## src/hw/rtl/quaternion_heading_difference_defines.svh

```systemverilog
// ----------------------------------------------------------------------------
// Quaternion heading difference: assertion macros
// Concurrent assertion helpers. They expand to nothing in synthesis builds.
// ----------------------------------------------------------------------------
`ifndef QUATERNION_HEADING_DIFFERENCE_DEFINES_SVH
`define QUATERNION_HEADING_DIFFERENCE_DEFINES_SVH

`ifndef SYNTHESIS
`define QHD_ASSERT_IMPL(lbl, ck, rs, ante, cons) \
  lbl: assert property (@(posedge ck) disable iff (!rs) (ante) |-> (cons)) \
    else $error("qhd assertion failed");
`define QHD_ASSERT_NEXT(lbl, ck, rs, ante, cons) \
  lbl: assert property (@(posedge ck) disable iff (!rs) (ante) |=> (cons)) \
    else $error("qhd assertion failed");
`else
`define QHD_ASSERT_IMPL(lbl, ck, rs, ante, cons)
`define QHD_ASSERT_NEXT(lbl, ck, rs, ante, cons)
`endif

`endif

```

## src/hw/rtl/qhd_pkg.sv

```systemverilog
// ----------------------------------------------------------------------------
// Quaternion heading difference package
// Widths, angle constants, the arctangent table and the pipeline data types.
// ----------------------------------------------------------------------------
package qhd_pkg;

  localparam int DATA_W           = 16;
  localparam int PROD_W           = 2 * DATA_W;
  localparam int CORD_W           = 36;
  localparam int ANG_W            = 24;
  localparam int DELTA_W          = 17;
  localparam int ANGLE_ITERATIONS = 16;
  localparam int MAX_ITER         = 32;
  localparam int ITERS            = (ANGLE_ITERATIONS > MAX_ITER) ? MAX_ITER : ANGLE_ITERATIONS;
  localparam int ITER_W           = $clog2(MAX_ITER);
  localparam int STAGES           = ITERS + 3;
  localparam int ROUND_BIAS       = 64;
  localparam int ROUND_SHIFT      = 7;
  localparam int IN_TDATA_W       = 8 * DATA_W;
  localparam int OUT_TDATA_W      = 24;

  localparam logic signed [ANG_W-1:0]   HALF_PI_Q20     = ANG_W'(1647099);
  localparam logic signed [DELTA_W-1:0] TWO_PI_Q13      = DELTA_W'(51472);
  localparam logic signed [DELTA_W-1:0] NEG_TWO_PI_Q13  = -DELTA_W'(51472);

  typedef struct packed {
    logic signed [DATA_W-1:0] w;
    logic signed [DATA_W-1:0] x;
    logic signed [DATA_W-1:0] y;
    logic signed [DATA_W-1:0] z;
  } quat_t;

  typedef struct packed {
    logic signed [PROD_W-1:0] ww;
    logic signed [PROD_W-1:0] xx;
    logic signed [PROD_W-1:0] yy;
    logic signed [PROD_W-1:0] zz;
    logic signed [PROD_W-1:0] xy;
    logic signed [PROD_W-1:0] zw;
  } prod_t;

  typedef struct packed {
    logic signed [CORD_W-1:0] x;
    logic signed [CORD_W-1:0] y;
    logic signed [ANG_W-1:0]  ang;
    logic                     zero;
  } lane_t;

  typedef struct packed {
    lane_t a;
    lane_t b;
    logic  deg;
  } cordic_t;

  function automatic logic signed [ANG_W-1:0] atan_q20(logic [ITER_W-1:0] idx);
    logic signed [ANG_W-1:0] t;
    case (idx)
      5'd0:    t = ANG_W'(823550);
      5'd1:    t = ANG_W'(486170);
      5'd2:    t = ANG_W'(256879);
      5'd3:    t = ANG_W'(130396);
      5'd4:    t = ANG_W'(65451);
      5'd5:    t = ANG_W'(32757);
      5'd6:    t = ANG_W'(16383);
      5'd7:    t = ANG_W'(8192);
      5'd8:    t = ANG_W'(4096);
      5'd9:    t = ANG_W'(2048);
      5'd10:   t = ANG_W'(1024);
      5'd11:   t = ANG_W'(512);
      5'd12:   t = ANG_W'(256);
      5'd13:   t = ANG_W'(128);
      5'd14:   t = ANG_W'(64);
      5'd15:   t = ANG_W'(32);
      5'd16:   t = ANG_W'(16);
      5'd17:   t = ANG_W'(8);
      5'd18:   t = ANG_W'(4);
      5'd19:   t = ANG_W'(2);
      5'd20:   t = ANG_W'(1);
      default: t = '0;
    endcase
    return t;
  endfunction

endpackage

```

## src/hw/rtl/qhd_delta.sv

```systemverilog
// ----------------------------------------------------------------------------
// Heading difference output stage
// Subtracts the two headings, rounds from Q.20 to Q3.13 and saturates.
// ----------------------------------------------------------------------------
module qhd_delta (
  input  logic                                clk,
  input  logic                                en,
  input  qhd_pkg::cordic_t                    d_i,
  output logic signed [qhd_pkg::DELTA_W-1:0]  heading_delta,
  output logic                                degenerate
);

  localparam int DIFF_W = qhd_pkg::ANG_W + 1;

  logic signed [DIFF_W-1:0]           ang_a;
  logic signed [DIFF_W-1:0]           ang_b;
  logic signed [DIFF_W-1:0]           diff;
  logic signed [DIFF_W-1:0]           rnd;
  logic signed [qhd_pkg::DELTA_W-1:0] delta_r;
  logic signed [qhd_pkg::DELTA_W-1:0] delta_nxt;
  logic                               deg_r;

  always_comb begin
    ang_a = d_i.a.zero ? '0 : DIFF_W'(d_i.a.ang);
    ang_b = d_i.b.zero ? '0 : DIFF_W'(d_i.b.ang);
    diff  = ang_a - ang_b;
    rnd   = (diff + DIFF_W'(qhd_pkg::ROUND_BIAS)) >>> qhd_pkg::ROUND_SHIFT;
    if (d_i.deg) begin
      delta_nxt = '0;
    end else if (rnd > DIFF_W'(qhd_pkg::TWO_PI_Q13)) begin
      delta_nxt = qhd_pkg::TWO_PI_Q13;
    end else if (rnd < DIFF_W'(qhd_pkg::NEG_TWO_PI_Q13)) begin
      delta_nxt = qhd_pkg::NEG_TWO_PI_Q13;
    end else begin
      delta_nxt = qhd_pkg::DELTA_W'(rnd);
    end
  end

  always_ff @(posedge clk) begin
    if (en) begin
      delta_r <= delta_nxt;
      deg_r   <= d_i.deg;
    end
  end

  assign heading_delta = delta_r;
  assign degenerate    = deg_r;

endmodule

```

## config.mk

```make
export PLATFORM = sky130hd
export DESIGN_NAME = qhd_delta
export DESIGN_NICKNAME = d
export VERILOG_FILES = /design/src/hw/rtl/quaternion_heading_difference_defines.svh /design/src/hw/rtl/qhd_pkg.sv /design/src/hw/rtl/qhd_delta.sv
export SDC_FILE = /design/constraint.sdc
export NUM_CORES = 1
export LEC_CHECK = 0
export BUFFER_PORTS_ARGS = -buffer_cell sky130_fd_sc_hd__buf_2
export CORE_MARGIN = 8
export CORE_UTILIZATION = 46
export DETAILED_ROUTE_END_ITERATION = 6
export MAX_ROUTING_LAYER = met4
export PLACE_DENSITY = 0.89
export SLEW_MARGIN = 20
export SYNTH_ARGS = -nofsm -noshare
export SYNTH_HDL_FRONTEND = slang
export SYNTH_SLANG_ARGS = --single-unit
```

## constraint.sdc

```tcl
create_clock -name clk -period 5.6 [get_ports clk]
set_input_delay 0.56 -clock clk [delete_from_list [all_inputs] [get_ports clk]]
set_output_delay 0.56 -clock clk [all_outputs]
set_load 0.02 [all_outputs]
```

; ---- After elaboration in Yosys (flattened, before gate mapping)
; Cells that the tools add are included.
[totals]
reg_bits = 18
output_inout_bits = 18
in_bits = 197
wordCells = 14
[classes]
n_reduce_logical = 2
n_mux = 4
addsub = 2
magnitude_cmp = 2
[op_table]
columns = cell, n
row1 = 25-bit 2-to-1 mux, 2
row2 = "25-bit by 8-bit adder with 25-bit output, second input constant", 1
row3 = 25-bit subtractor, 1
row4 = "18-bit by 17-bit greater-than comparator with 1-bit output, second input constant", 1
row5 = "18-bit by 17-bit less-than comparator with 1-bit output, second input constant", 1
row6 = 17-bit 2-to-1 mux, 1
row7 = 16-bit 2-to-1 mux, 1
row8 = 3-bit OR reduction, 1
row9 = 2-bit OR reduction, 1

; ---- Depth between registers and ports, before layout
[depth]
ltp_word = 6
ltp_mapped = 16
mapped_depth_nobuf = 13

; ---- Worst setup path before layout
; Ideal clock, no wire load.
[synth_path]
path_kind = input to register
start = in d_i[98] (netlist name)
end = reg delta_r (netlist bit heading_delta[11]), data pin
required_time_ns = 5.346
path_buffers = 2
setup_time_ns = 0.254
arrival_ns = 3.631
path_slack_ns = 1.715
stages = 15
path_cell_list = clkbuf_1 -> nand2b_1 -> ha_1 -> inv_1 -> ha_1 -> buf_6 -> a211oi_2 -> nor2_2 -> o311ai_4 -> o21ai_2 -> a41o_1 -> xor2_2 -> or3_1 -> o221ai_2 -> a21bo_1
[synth_between]
elab_chain_len = 6
word_cells_on_any_way = 7
cone_classes = add/sub: 2 / order compare: 2 / mux: 3
[synth_rtl]
columns = item, line_no
row1 = from (decl), qhd_delta.sv:8  ; input qhd_pkg::cordic_t d_i,
row2 = 25-bit 2-to-1 mux *, qhd_delta.sv:24  ; ang_a = d_i.a.zero ? '0 : DIFF_W'(d_i.a.ang);
row3 = 25-bit subtractor *, qhd_delta.sv:26  ; diff = ang_a - ang_b;
row4 = 25-bit by 8-bit adder with 25-bit output *, qhd_delta.sv:27  ; rnd = (diff + DIFF_W'(qhd_pkg::ROUND_BIAS)) >>> qhd_pkg::ROUND_SHIFT;
row5 = 18-bit by 17-bit less-than comparator with 1-bit output, qhd_delta.sv:32  ; end else if (rnd < DIFF_W'(qhd_pkg::NEG_TWO_PI_Q13)) begin
row6 = 17-bit 2-to-1 mux, qhd_delta.sv:32
row7 = 16-bit 2-to-1 mux *, qhd_delta.sv:30  ; end else if (rnd > DIFF_W'(qhd_pkg::TWO_PI_Q13)) begin
row8 = to (signal assigned), qhd_delta.sv:41  ; delta_r <= delta_nxt;
row9 = to (decl), qhd_delta.sv:19  ; logic signed [qhd_pkg::DELTA_W-1:0] delta_r;
; Every way passes the cells marked *; elsewhere a longest branch is shown, timed or not.
; A chain may end at the register's enable or synchronous reset.

; ---- Final worst setup path
[layout_path]
start = in d_i[98] (netlist name)
end = reg delta_r (netlist bit heading_delta[8]), data pin
; The elaborated chain is that of the path after synthesis.

==> out/results.txt <==
status: finished clean
crit path max fanout: 24
min Tclk post-route: 4.457 ns
Total Routing Usage GR: 18.36%
Antenna Nets Post-Route: 0
Hold Path Class: in -> reg
Ys Warns: 0
Storage cell area: 540.5 µm²
Avg Synthesized Cell Area: 8.788 µm²
Util after Layout: 54.02%
Cell variety after synth: 73
Crit. End Element: flop
Die ar.: 9331 µm²
total power: 820.4 µW
Initial Util: 47.32%
P per Cell Area: 240.5 nW/µm²
critical path required time: 5.61 ns
met1 WL: 3.996 mm
antenna fix cells: 0
post-place instance area: 3366 µm²
Setup CP Type: in -> reg
async set-or-reset flop fraction in the synthesized netlist: 0%
Syn Inst Count: 340
drt drc: 0
height of the chip: 96.60 µm
WL met3: 416 µm
Area Overhead vs Synth: 14.15%
drt first pass iters: 4
Yosys reg bits: 18
CTS tree: built
global-route wire length before repair: 13.37 mm
IO Port Bufs: 70
CP arrival: 4.47 ns
Avg WL per Cell: 16.82 µm
CTS root buf: clkbuf_8
post-route cell area: 3411 µm²
EDFF count, synth: 18
Num CTS Buffers: 3
WHS: 0.5901 ns
final hold vios: 0
HPWL after DPL: 6.643 mm
worst IR drop on VDD: 159.1 µV
top_reg_cell synth: edfxtp_1
# fillers: 626
WL final: 8.057 mm
std cell rows: 29
via count: 2884
combined area of the multi-input logic cells: 2337 µm²
total I/O pin count: 215
fin crit share: 79.59%
leakage power: 0.001519 µW
startpoint types: input pin
GP Congestion: 0.9271
setup bufs post-CTS: 0
Seq/Total Area, Yosys: 18.09%
layout cells sized above 1: 25.37%
Worst-path clk slew: 0.07 ns
final setup violating endpoints: 0
hold buffer count at CTS: 0
# H-tree levels: 1
worst hold stages: 1
RSZ-0062 raised after global routing: false
CTS sink cnt: 18
relative slew slack: 58.85%
core area: 6314 µm²
pin count of the biggest net entering global routing: 25
final layout net count: 645
worst-margin pin slew: 0.6152 ns
metal2 WL: 3.545 mm
fmax: 224.4 MHz
number of global-route vias before repair: 2894
DR vias/cell: 6.021
top layer in use: met4
DRT iter0 DRCs: 138
maxcap violations: 0
antenna violations before repair: 0
Clock Path Buffers: 2
cell area after synthesis: 2988 µm²
Remaining Overflow, GRT: 0
Max Slew Vio Count: 0
post-CTS sizing: 0
TNS Setup: 0 ns
Post-Syn Nets: 582
chip width: 96.60 µm
routing by layer:
metal	global-route usage (%)	vias to the layer above
li1	-	1413
met1	24.70	1366
met2	28.18	95
met3	2.164	10
met4	5.296	0
met5	-	-
kinds of logic after synthesis:
| family | Yosys count | share of synthesized area [%] |
|---|---|---|
| XOR/XNOR | 13 | 4.062 |
| AO/OA/AOI/OAI | 110 | 29.44 |
| buffers and inverters | 23 | 3.685 |
| adder cells (fa/ha/maj) | 45 | 18.84 |
| flip-flops | 18 | 18.09 |
| multiplexers | 3 | 1.005 |
| AND/OR/NAND/NOR | 128 | 24.87 |
stage by stage:
step | setup slack, ns | std cells
floorplan | 1.715 | 340
global placement | 1.043 | 475
detailed placement | 0.9906 | 475
CTS | 1.258 | 479
global route | 0.8769 | 479
finish | 1.143 | 479
cell usage after synthesis (all sizes together), types with 2 or more instances:
cell,number,area (µm²)
xnor2,8,70.07
nor3,5,30.03
o2111a,4,45.04
o311ai,4,70.07
nand3,5,25.02
buf,5,40.04
nand4,8,50.05
or2,3,18.77
a221oi,3,26.28
a31oi,2,27.53
nor2,24,92.59
nand2,19,71.32
a21oi,36,187.7
clkbuf,7,28.78
and2,2,12.51
ha,45,563.0
o211ai,4,35.03
nor2b,23,143.9
mux2i,3,30.03
o41ai,2,25.03
o21a,2,15.01
edfxtp,18,540.5
and2b,3,22.52
nand2b,25,163.9
and3,2,17.52
a21o,7,53.80
o31ai,2,20.02
a2111oi,2,17.52
a211oi,6,62.56
a21bo,2,20.02
xor2,5,51.30
nor4,2,18.77
o21bai,3,22.52
inv,11,41.29
a41o,2,20.02
o21ai,18,97.59
a41oi,3,41.29
flip-flops by register name (all words and copies together), names as in the netlist:
| signal | cells |
|---|---|
| heading_delta | 17 |
| degenerate | 1 |
final timing paths:
kind / from / to
max: d_i[98] / heading_delta[8]$_SDFFCE_PP0P_
min: d_i[0] / degenerate$_DFFE_PP_
cell type report:
| cell class | count | area share [%] |
|---|---|---|
| Clock inverter | 1 | 0.1101 |
| Sequential cell | 18 | 15.85 |
| Timing Repair Buffer | 70 | 10.27 |
| Inverter | 11 | 1.211 |
| Multi-Input combinational cell | 299 | 68.53 |
| Clock buffer | 3 | 1.211 |
| Tap cell | 77 | 2.825 |
cells in the final DEF, fill, tap and decap left out, types with 2 or more instances in the layout:
master / instances
o21ai_0: 15
a2111oi_0: 2
o21a_1: 2
nand2_1: 19
a21o_1: 6
edfxtp_1: 18
and2_1: 2
a211oi_1: 4
nor2b_1: 23
o311ai_4: 2
a21bo_1: 2
o311ai_0: 2
xor2_1: 4
a41oi_2: 2
ha_1: 45
a41o_1: 2
nand3_1: 5
inv_1: 11
xnor2_1: 8
a21oi_1: 34
buf_2: 70
o2111a_1: 4
a221oi_1: 3
clkbuf_8: 3
o21bai_1: 3
o211ai_1: 3
nor3_1: 4
o21ai_2: 2
a21oi_2: 2
mux2i_1: 3
and2b_1: 3
or2_2: 3
nand2b_1: 24
nor2_1: 23
nand4_1: 8
report_power, final:
part           total (µW)  internal [µW]  switching [µW]
Combinational         533            202             332
Clock                94.9           48.9            46.1
Sequential            192            185            7.03
Total                 820            436             385
worst max-delay path, cell delays in order:
cell and delay, ns:
buf_2 0.34, and2b_1 0.23, ha_1 0.29, ha_1 0.44, a21oi_1 0.21, o21ai_0 0.21
a21oi_1 0.45, a41oi_2 0.23, xnor2_1 0.39, o21ai_0 0.24, or3_1 0.44, o221ai_2 0.20
a21bo_1 0.24
No activity file was read; power rests on OpenSTA's default activity.
